## src/rtl/inas_pkg.sv

```systemverilog
package inas_pkg;

  // Array geometry
  localparam int DEPTH      = 64;
  localparam int VALUE_BITS = 32;
  localparam int LINK_BITS  = 16;
  localparam int ADDR_W     = $clog2(DEPTH);
  localparam int CNT_W      = $clog2(DEPTH + 1);

  // Fixed field widths of the request and result transfers
  localparam int MODE_W  = 3;
  localparam int POS_W   = 6;
  localparam int VAL_W   = 32;
  localparam int LNK_W   = 16;
  localparam int FILL_W  = 7;
  localparam int STAT_W  = 2;

  // Width wide enough to compare a position against the fill count
  localparam int CMP_W = (CNT_W > POS_W) ? CNT_W + 1 : POS_W + 1;

  // Request mode codes
  localparam logic [MODE_W-1:0] MODE_PUSH   = 3'd0;
  localparam logic [MODE_W-1:0] MODE_READ   = 3'd1;
  localparam logic [MODE_W-1:0] MODE_WRITE  = 3'd2;
  localparam logic [MODE_W-1:0] MODE_SWAP   = 3'd3;
  localparam logic [MODE_W-1:0] MODE_REMOVE = 3'd4;
  localparam logic [MODE_W-1:0] MODE_POP    = 3'd5;
  localparam logic [MODE_W-1:0] MODE_TOP    = 3'd6;
  localparam logic [MODE_W-1:0] MODE_SEARCH = 3'd7;

  // Status codes
  localparam logic [STAT_W-1:0] ST_OK    = 2'd0;
  localparam logic [STAT_W-1:0] ST_FULL  = 2'd1;
  localparam logic [STAT_W-1:0] ST_EMPTY = 2'd2;
  localparam logic [STAT_W-1:0] ST_RANGE = 2'd3;

  typedef enum logic [2:0] {
    OP_PUSH,
    OP_READ,
    OP_WRITE,
    OP_SWAP,
    OP_REMOVE,
    OP_POP,
    OP_TOP,
    OP_SEARCH
  } op_t;

  typedef enum logic [2:0] {
    B_IDLE,
    B_RD_OUT,
    B_SWAP_B,
    B_SWAP_WA,
    B_SWAP_WB,
    B_REMOVE,
    B_SEARCH
  } bst_t;

  typedef struct packed {
    logic [MODE_W-1:0] mode;
    logic [POS_W-1:0]  position_a;
    logic [POS_W-1:0]  position_b;
    logic [VAL_W-1:0]  entry_value;
    logic [LNK_W-1:0]  entry_left;
    logic [LNK_W-1:0]  entry_right;
  } req_t;

  typedef struct packed {
    logic [VAL_W-1:0]  out_value;
    logic [LNK_W-1:0]  out_left;
    logic [LNK_W-1:0]  out_right;
    logic              found;
    logic [FILL_W-1:0] fill_count;
    logic [STAT_W-1:0] status;
  } res_t;

  typedef struct packed {
    logic [VALUE_BITS-1:0] value;
    logic [LINK_BITS-1:0]  left;
    logic [LINK_BITS-1:0]  right;
  } slot_t;

  typedef struct packed {
    op_t              op;
    logic [POS_W-1:0] pos_a;
    logic [POS_W-1:0] pos_b;
    slot_t            item;
  } cmd_t;

  // Queue handshake between front and back
  typedef struct packed {
    logic valid;
    cmd_t cmd;
  } qhead_t;

endpackage

```

## src/rtl/inas_front.sv

```systemverilog
module inas_front import inas_pkg::*; (
  input  logic   clk,
  input  logic   rst_n,
  input  logic   in_valid,
  input  req_t   in_req,
  output logic   in_stall,
  output qhead_t q_head,
  input  logic   q_pop
);

  cmd_t       q_mem_r [2];
  logic       wr_ptr_r, wr_ptr_nxt;
  logic       rd_ptr_r, rd_ptr_nxt;
  logic [1:0] cnt_r, cnt_nxt;
  cmd_t       dec_cmd;
  logic       push_c;

  // mode decode
  always_comb begin
    dec_cmd.pos_a       = in_req.position_a;
    dec_cmd.pos_b       = in_req.position_b;
    dec_cmd.item.value  = in_req.entry_value[VALUE_BITS-1:0];
    dec_cmd.item.left   = in_req.entry_left[LINK_BITS-1:0];
    dec_cmd.item.right  = in_req.entry_right[LINK_BITS-1:0];
    unique case (in_req.mode)
      MODE_PUSH:   dec_cmd.op = OP_PUSH;
      MODE_READ:   dec_cmd.op = OP_READ;
      MODE_WRITE:  dec_cmd.op = OP_WRITE;
      MODE_SWAP:   dec_cmd.op = OP_SWAP;
      MODE_REMOVE: dec_cmd.op = OP_REMOVE;
      MODE_POP:    dec_cmd.op = OP_POP;
      MODE_TOP:    dec_cmd.op = OP_TOP;
      default:     dec_cmd.op = OP_SEARCH;
    endcase
  end

  assign in_stall     = (cnt_r == 2'd2);
  assign push_c       = in_valid && !in_stall;
  assign q_head.valid = (cnt_r != 2'd0);
  assign q_head.cmd   = q_mem_r[rd_ptr_r];

  always_comb begin
    wr_ptr_nxt = wr_ptr_r;
    rd_ptr_nxt = rd_ptr_r;
    cnt_nxt    = cnt_r;
    if (push_c) begin
      wr_ptr_nxt = ~wr_ptr_r;
    end
    if (q_pop) begin
      rd_ptr_nxt = ~rd_ptr_r;
    end
    if (push_c && !q_pop) begin
      cnt_nxt = cnt_r + 2'd1;
    end else if (!push_c && q_pop) begin
      cnt_nxt = cnt_r - 2'd1;
    end
  end

  always_ff @(posedge clk) begin
    if (!rst_n) begin
      wr_ptr_r <= 1'b0;
      rd_ptr_r <= 1'b0;
      cnt_r    <= 2'd0;
    end else begin
      wr_ptr_r <= wr_ptr_nxt;
      rd_ptr_r <= rd_ptr_nxt;
      cnt_r    <= cnt_nxt;
    end
  end

  always_ff @(posedge clk) begin
    if (push_c) begin
      q_mem_r[wr_ptr_r] <= dec_cmd;
    end
  end

endmodule

```

## config.mk

```make
export PLATFORM = sky130hd
export DESIGN_NAME = inas_front
export DESIGN_NICKNAME = d
export VERILOG_FILES = /design/src/rtl/inas_pkg.sv /design/src/rtl/inas_front.sv
export SDC_FILE = /design/constraint.sdc
export NUM_CORES = 1
export LEC_CHECK = 0
export BUFFER_PORTS_ARGS = -buffer_cell sky130_fd_sc_hd__buf_2
export CORE_MARGIN = 2
export CORE_UTILIZATION = 30
export CTS_BUF_LIST = sky130_fd_sc_hd__clkbuf_8
export DETAILED_ROUTE_END_ITERATION = 10
export PLACE_DENSITY = 0.6
export SYNTH_ARGS = -nofsm -noshare
export SYNTH_HDL_FRONTEND = slang
export SYNTH_SLANG_ARGS = --single-unit
export TNS_END_PERCENT = 5
```

## constraint.sdc

```tcl
create_clock -name clk -period 4.3 [get_ports clk]
set_input_delay 0.43 -clock clk [delete_from_list [all_inputs] [get_ports clk]]
set_output_delay 0.43 -clock clk [all_outputs]
set_load 0.03 [all_outputs]
```

==> reports/metrics.csv, run 1 <==
metric,value,unit
post_cts_resized,0,
peakVddDrop,0.250,mV
syn_area_per_cell,21.8,µm²
cts_hold_buf,0,
power_density,508,mW/mm²
antenna_found_initial,4,
clock-sinks,163,
ys_top_cells_by_area,"edfxtp_1 79%, mux2_2 13%, mux2_4 2.5%, dfxtp_1 1.7%, buf_6 0.56%",
cp_max_fo,79,
drive_above_1_share,60.3,%
avgRoutedWirePerCell,15.8,µm
ys_warn_count,0,
grt_pass1_vias,3446,
startpoint_type,flop,
track_usage,11.3,%
end_kind,primary output,
core_area,0.0195,mm²
synth_top_area_cell,edfxtp_1,
fin_skew,0.0153,ns
fin_hold_ws,0.176,ns
hold_path.class,in2reg,
io-pin-count,164,
vias,2997,
p_leak,2.78,nW
cts_buffer_depth,2,
netlist.area_leader.share,79.3,%
drt-initial-drc-count,84,
finalMaxSlewViolations,0,
fin_util,38.4,%
synth_nets,358,
port_buffers,163,
clk_latency,0.43,ns
drc,0,
area_growth,25.2,%
path_clk_slew,0.09,ns
finalSetupTns,0,ns
fin_cells,723,
relSlewSlack,22.0,%
setup_viol,0,
final_cell_area,0.00749,mm²
synth_seq_area_share,81.0,%
placed_cells,692,
hold_viol_final,0,
firstDrtPassIters,4,
tightest_slew,1.17,ns
worstPathRequired,3.87,ns
syn_area,0.00598,mm²
post-dp-hpwl,7.46,mm
place_congestion,0.664,
fin_crit_sh,60.9,%
yosys_register_bits,163,
vias_per_cell,4.15,
grt_max_degree,80,
rsz0062_at_grt,false,
grt-ovfl-total,0,
post_dp_cell_area,0.00708,mm²
nNetsFinal,530,
root_buffer,clkbuf_8,
cts_buffers,17,
cts_tree,done,
die_x,145,µm
htree_levels,4,
drt-total-wl,11.4,mm
drv_cap,0,
worstPathArrival,2.19,ns
die_h,145,µm
outcome,"complete, no violations",
row_count,51,
grt_pass1_wl,18.0,mm
netlist-cell-type-count,22,
critPathKind,reg2out,
start_util,30.6,%
cts_setup_buffers,0,
die_area,0.0211,mm²
layout_min_cycle_time,2.62,ns
fmax,0.382,GHz
drtAntennaViolNets,0,
syn_inst,274,
[where the power goes]
part | leakage, nW | internal [mW] | switching (mW)
Combinational | 1.06 | 0.236 | 0.429
Sequential | 1.52 | 1.93 | 0.0670
Clock | 0.206 | 0.618 | 0.531
[flip-flops by register name, summed over array words and instances, names as in the netlist, named ones only]
name	flops
q_mem_r	158
cnt_r	2
rd_ptr_r	1
wr_ptr_r	1
[critical path, cell delays in order (launching register included)]
cell and delay, ns:
dfxtp_4 1.08, mux2_2 0.43, buf_2 0.18
[cell usage in the layout, fill, tap and decap left out, types with 2 or more instances in the layout]
master     synthesis  layout
inv_1              3       4
bufinv_16          0       4
xor2_1             2       2
buf_4              0       2
clkinv_4           0       2
dfxtp_1            5       4
mux2_2            69      69
mux2_4            10      10
edfxtp_1         158     158
buf_2              6     163
clkinv_2           0       3
diode_2            0       2
and2_1             3       3
clkbuf_8           0      17
[metrics by stage]
stage | setup slack (ns) | power [mW]
finish | 1.68 | 3.81
global route | 1.51 | 3.98
CTS | 1.59 | 3.87
detailed placement | 2.09 | 2.71
global placement | 2.09 | 2.69
floorplan | 0.0393 | 2.50
[synthesized netlist by cell type, drive strengths merged]
master  count
and3        1
nor2        1
edfxtp    158
buf         9
nand2b      1
and2        3
xnor2       1
a21boi      2
xor2        2
nor3        1
inv         3
ha          1
or3         1
clkbuf      3
o21ai       1
dfxtp       5
or2         1
o21a        1
mux2       79
[kinds of logic (layout without fill, tap and decap cells)]
family	count (synthesis)	count (layout)	synth area share, %
DFF	163	163	81.0
muxes	79	79	15.5
buffers and inverters	15	197	1.44
and+or+nand+nor	9	9	0.962
AOI/OAI and AO/OA	4	4	0.460
xor gates and xnor gates	3	3	0.439
adders and majority gates	1	1	0.209
other	0	2	0
[routing by layer]
layer,global-route usage (%),routed length [µm],up-vias
li1,-,-,1413
met1,12.0,4600,1465
met2,19.9,5930,100
met3,4.50,708,15
met4,4.46,174,4
met5,0,33,-
[final timing paths]
path / start / endpoint / cells past startpoint / slack [ns]
setup reg to reg: cnt_r[0] / q_mem_r[1][32] / 2 / 2.30
hold / removal: in_req[8] / q_mem_r[0][8] / 1 / 0.18
setup / recovery: flop / q_head[7] / 2 / 1.68
hold reg to reg: cnt_r[1] / cnt_r[1] / 2 / 0.52
[layout make-up]
type	count	area, µm²
Fill cell	1840	12000
Sequential cell	163	4850
Multi-Input combinational cell	96	1060
Timing Repair Buffer	165	831
Tap cell	265	332
Clock buffer	17	234
Clock inverter	12	168
Inverter	3	11.3
Antenna cell	2	5.00
Note: power is estimated with default switching activity, not from simulation.
==> inputs of run 2 (changes only) <==
ABC_AREA = 1   (was not set)
PLACE_DENSITY = 0.59   (was 0.6)
clock period = 2.7 ns   (was 4.3 ns; I/O delays follow)
==> run 2 against run 1 <==
Worst setup slack worse by 1.2 ns. Via count increased by 14%. Sequential cell count did not move. Non-clock buffer count increased by 81. First-iteration DRC count up 90%. Global-route usage grew 0.44 points.
==> reports/metrics.csv, run 2 <==
metric,value,unit
post_dp_cell_area,0.00715,mm²
drive_above_1_share,50.3,%
diodes,0,
syn_area,0.00598,mm²
grt_max_degree,80,
worstPathArrival,1.96,ns
drt-initial-drc-count,160,
synth_common_cells,"158 x edfxtp_1, 69 x mux2_2, 10 x mux2_4",
yosys_register_bits,163,
start_util,30.6,%
worstPathRequired,2.43,ns
root_buffer,clkbuf_8,
clkPwrFrac,28.2,%
final_common_cell,buf_2,
startpoint_type,flop,
synthSimpleGateAreaFrac,1.19,%
synthArstFlopShare,0,%
layout_min_cycle_time,2.23,ns
path_clk_slew,0.08,ns
tightest_slew,0.461,ns
end_kind,primary output,
p_int,4.11,mW
post-place-ws,0.871,ns
cts_buffer_depth,2,
fin_hold_ws,0.0494,ns
netlist.area_leader.share,79.3,%
htree_levels,4,
grt_pass1_vias,3813,
largest_register_ffs,158,
power_density,683,mW/mm²
worstPathCellList,buf_12 > mux2_2 > buf_2,
power,5.66,mW
comb_power_share,17.5,%
synth_top_family_by_area,multiplexers,
fmax,0.449,GHz
cts_setup_buffers,0,
firstDrtPassIters,4,
row_count,51,
grt_pass1_wl,19.1,mm
fin_util,42.4,%
synth_top_area_cell,edfxtp_1,
drc,0,
hold_viol_final,0,
ys_warn_count,0,
track_usage,11.7,%
vias,3424,
syn_area_per_cell,21.0,µm²
grt-ovfl-total,0,
ys.flop_type,edfxtp_1,
rsz0062_at_grt,false,
critPathMaxStageDelay,0.64,ns
nNetsFinal,622,
drv_cap,0,
finalSetupTns,0,ns
synth_seq_area_share,81.0,%
cts_tree,done,
ys_top_cells_by_area,"edfxtp_1 79%, mux2_2 13%, mux2_4 2.5%, dfxtp_1 1.7%, nor2_1 0.56%",
fin_crit_sh,82.6,%
vias_per_cell,4.20,
synth_fa_ha_area_share,0.209,%
synth_nets,369,
placed_cells,706,
cp_max_fo,37,
place_congestion,0.709,
peakVddDrop,0.316,mV
die_h,145,µm
clock-sinks,163,
antenna_found_initial,0,
synth_enable_flop_cells,158,
worst_path_max_delay_cell,dfxtp_4,
synth_compound_area_share,0.335,%
syn_inst,285,
critPathKind,reg2out,
clk_latency,0.44,ns
fin_skew,0.0143,ns
worst_slack,0.471,ns
p_leak,3.12,nW
avgRoutedWirePerCell,15.0,µm
synthMuxAreaShare,15.5,%
top_regs,"q_mem_r (158), cnt_r (2)",
netlist-cell-type-count,15,
cts_buffers,17,
area_growth,38.4,%
p_sw_share,27.4,%
outcome,"complete, no violations",
relSlewSlack,69.3,%
setup_viol,0,
fin_cells,816,
yosysMostFrequentCell,edfxtp_1,
final_cell_mix,"163 x buf_2, 158 x edfxtp_1, 78 x dlygate4sd3_1",
core_area,0.0195,mm²
synth-xor-area-share,0,%
post-dp-hpwl,7.17,mm
drt-total-wl,12.2,mm
p_switching,1.55,mW
die_area,0.0211,mm²
port_buffers,163,
hold_path.class,in2reg,
top_register,q_mem_r,
finalMaxSlewViolations,0,
die_x,145,µm
seqPwrFrac,54.3,%
io-pin-count,164,
final_cell_area,0.00828,mm²
drtAntennaViolNets,0,
run 2: cell count changes after synthesis, moves of 2 or more:
| cell | previous run | this run |
|---|---|---|
| and2_1 | 3 | 0 |
| inv_1 | 3 | 8 |
| nand2_1 | 0 | 7 |
| nor2_1 | 1 | 9 |
| o21ai_0 | 1 | 3 |
| xor2_1 | 2 | 0 |
run 2: final timing paths:
| path | startpoint | endpoint | slack (ns) | cells past startpoint |
|---|---|---|---|---|
| min reg2reg | rd_ptr_r | rd_ptr_r | 0.51 | 2 |
| max | flop | q_head[8] | 0.47 | 3 |
| min | in_req[78] | q_mem_r[1][78] | 0.05 | 1 |
| max reg2reg | cnt_r[1] | cnt_r[1] | 1.04 | 10 |
run 2: power groups by stage:
stage | clock network, mW | registers [mW] | logic [mW]
floorplan | 0 | 3.11 | 0.624
global placement | 0 | 3.12 | 0.895
detailed placement | 0 | 3.13 | 0.910
CTS | 1.66 | 3.07 | 0.995
global route | 1.76 | 3.09 | 1.06
finish | 1.60 | 3.07 | 0.989
run 2: what timing repair did:
| action | CTS | global route |
|---|---|---|
| resized for setup | 0 | 0 |
| hold buffers | 72 | 6 |
| endpoints found under the hold margin | 144 | 12 |
run 2: layer usage:
metal	wire (µm)	vias to the layer above	track usage, %
met2	6260	106	20.4
met5	0	-	0
met1	5030	1701	13.2
met4	131	0	3.68
li1	-	1607	-
met3	788	10	4.65
run 2: layout make-up:
class	count	area (µm²)
multi-input cells	102	1050
inverters	8	30.0
clock buffers	17	234
flip-flops and latches	163	4850
repair buffers	246	1670
fillers	1771	11200
clock inverters	15	118
well taps	265	332
run 2: cells by family (layout without fill, tap and decap cells):
logic type / count (synthesis) / after routing
AO/OA/AOI/OAI: 4 / 4
flip-flops: 163 / 163
buffers and inverters: 20 / 286
multiplexers: 79 / 79
AND/OR/NAND/NOR: 18 / 18
adder cells (fa/ha/maj): 1 / 1
run 2: critical path, delay by kind of cell (launching register included):
family	cells	cell delay, ns
mux	1	0.37
flops	1	0.64
buf+inv	2	0.49
==> inputs of run 3 (changes only) <==
ABC_AREA = 0   (was 1)
clock period = 2.3 ns   (was 2.7 ns; I/O delays follow)
==> run 3 against run 2 <==
Non-clock buffer count up 2. Critical endpoint is now q_head[4]. Clock-buffer cell count unchanged. First-iteration DRC count is 19% lower. Routed wire length fell by 2.8%. Sequential cell count stayed put. Clock skew is 0.0054 ns lower. Critical path type unchanged. Utilization up 0.51 points. Worst setup slack worse by 0.26 ns. Final cell count shrank 1.1%. Clock power rose by 31%.
==> reports/metrics.csv, run 3 (synthesized netlist as in run 1, its figures left out) <==
metric,value,unit
outcome,"complete, no violations",
place_congestion,0.663,
drt-total-wl,11.9,mm
multi_input_area,0.00107,mm²
drv_cap,0,
largest_register_ffs,158,
port_buffers,163,
worstPathCellList,buf_12 > mux2_2 > buf_2,
die_x,145,µm
comb_power_share,20.1,%
top_register,q_mem_r,
firstDrtPassIters,4,
fin_skew,0.00891,ns
track_usage,11.2,%
hold_viol_final,0,
fin_hold_ws,0.0586,ns
end_kind,primary output,
seqPwrFrac,51.0,%
power_density,861,mW/mm²
vias_per_cell,4.13,
final-seq-area,0.00485,mm²
p_sw_share,27.5,%
cts_buffers,17,
grt-ovfl-total,0,
rsz0062_at_grt,false,
relSlewSlack,73.3,%
clk_latency,0.43,ns
io-pin-count,164,
antenna_found_initial,0,
top_regs,"q_mem_r (158), cnt_r (2)",
num-fill-cells,1760,
diodes,0,
hold_path.class,in2reg,
worstPathArrival,1.86,ns
finalMaxSlewViolations,0,
cp_max_fo,26,
cts_buffer_depth,2,
nNetsFinal,613,
wl_met1,4.95,mm
drive_above_1_share,52.0,%
p_leak,3.14,nW
clkPwrFrac,28.9,%
drtAntennaViolNets,0,
peakVddDrop,0.415,mV
row_count,51,
drt-initial-drc-count,130,
finalSetupTns,0,ns
layout_min_cycle_time,2.09,ns
grt_max_degree,52,
top_layer,met4,
htree_levels,4,
drc,0,
tightest_slew,0.401,ns
worstPathRequired,2.07,ns
p_switching,1.99,mW
final_cell_mix,"163 x buf_2, 158 x edfxtp_1, 79 x dlygate4sd3_1",
path_clk_slew,0.08,ns
die_area,0.0211,mm²
fin_crit_sh,90.8,%
start_util,30.6,%
clock-sinks,163,
post-dp-hpwl,7.53,mm
area_growth,40.1,%
startpoint_type,flop,
p_int,5.23,mW
avgRoutedWirePerCell,14.7,µm
wl_met3,551,µm
fmax,0.479,GHz
worst_path_max_delay_cell,dfxtp_4,
vias,3333,
die_h,145,µm
core_area,0.0195,mm²
critPathMaxStageDelay,0.59,ns
final_common_cell,buf_2,
grt_pass1_wl,18.3,mm
cts_tree,done,
setup_viol,0,
route.met2.wl,6.15,mm
grt_pass1_vias,3626,
root_buffer,clkbuf_8,
critPathKind,reg2out,
[run 3: final timing paths]
kind / start / to / slack [ns] / depth (start not counted)
worst max-delay path: flop / q_head[4] / 0.21 / 3
worst min-delay path: rst_n / wr_ptr_r / 0.06 / 2
worst min register to register: cnt_r[1] / cnt_r[1] / 0.55 / 2
worst max register to register: cnt_r[0] / q_mem_r[0][37] / 0.75 / 4
[run 3: critical path, delay by kind of cell, from the launching register on]
family | cells | cell delay (ns)
flops | 1 | 0.59
buf+inv | 2 | 0.45
mux | 1 | 0.38
[run 3: what timing repair did]
item / in CTS / in global routing
endpoints found under the hold margin: 158 / 0
buffers inserted: 0 / 0
hold buffers: 79 / 0
resized for setup: 0 / 0
[run 3: through the flow]
step           power, mW  instances  utilization, %  setup WS (ns)  cell area, µm²
2_1_floorplan       4.68        274               -         -0.607            6000
3_3_place_gp        5.09        696            36.8          0.648            7190
3_5_place_dp        5.12        696            36.8          0.638            7190
4_1_cts             7.33        807            42.9          0.128            8380
5_1_grt             7.53        807            42.9         0.0727            8380
6_report            7.21        807            42.9          0.213            8380
[run 3: layout make-up]
cell class                      count  area share (%)
Clock buffer                       17            2.79
Inverter                            3           0.194
Multi-Input combinational cell     96            12.8
Timing Repair Buffer              248            20.5
Tap cell                          265            3.96
Clock inverter                     15            1.96
Sequential cell                   163            57.9
[run 3: per-layer routing]
metal	GRT usage, %	up-vias
li1	-	1587
met3	3.71	15
met5	0	-
met2	19.9	103
met4	4.61	0
met1	12.4	1628
[run 3: power by group through the flow]
stage,Sequential [mW],Clock (mW),Combinational [mW]
4_1_cts,3.69,2.17,1.47
3_5_place_dp,3.75,0,1.36
5_1_grt,3.71,2.28,1.53
2_1_floorplan,3.73,0,0.952
3_3_place_gp,3.74,0,1.35
6_report,3.68,2.09,1.45
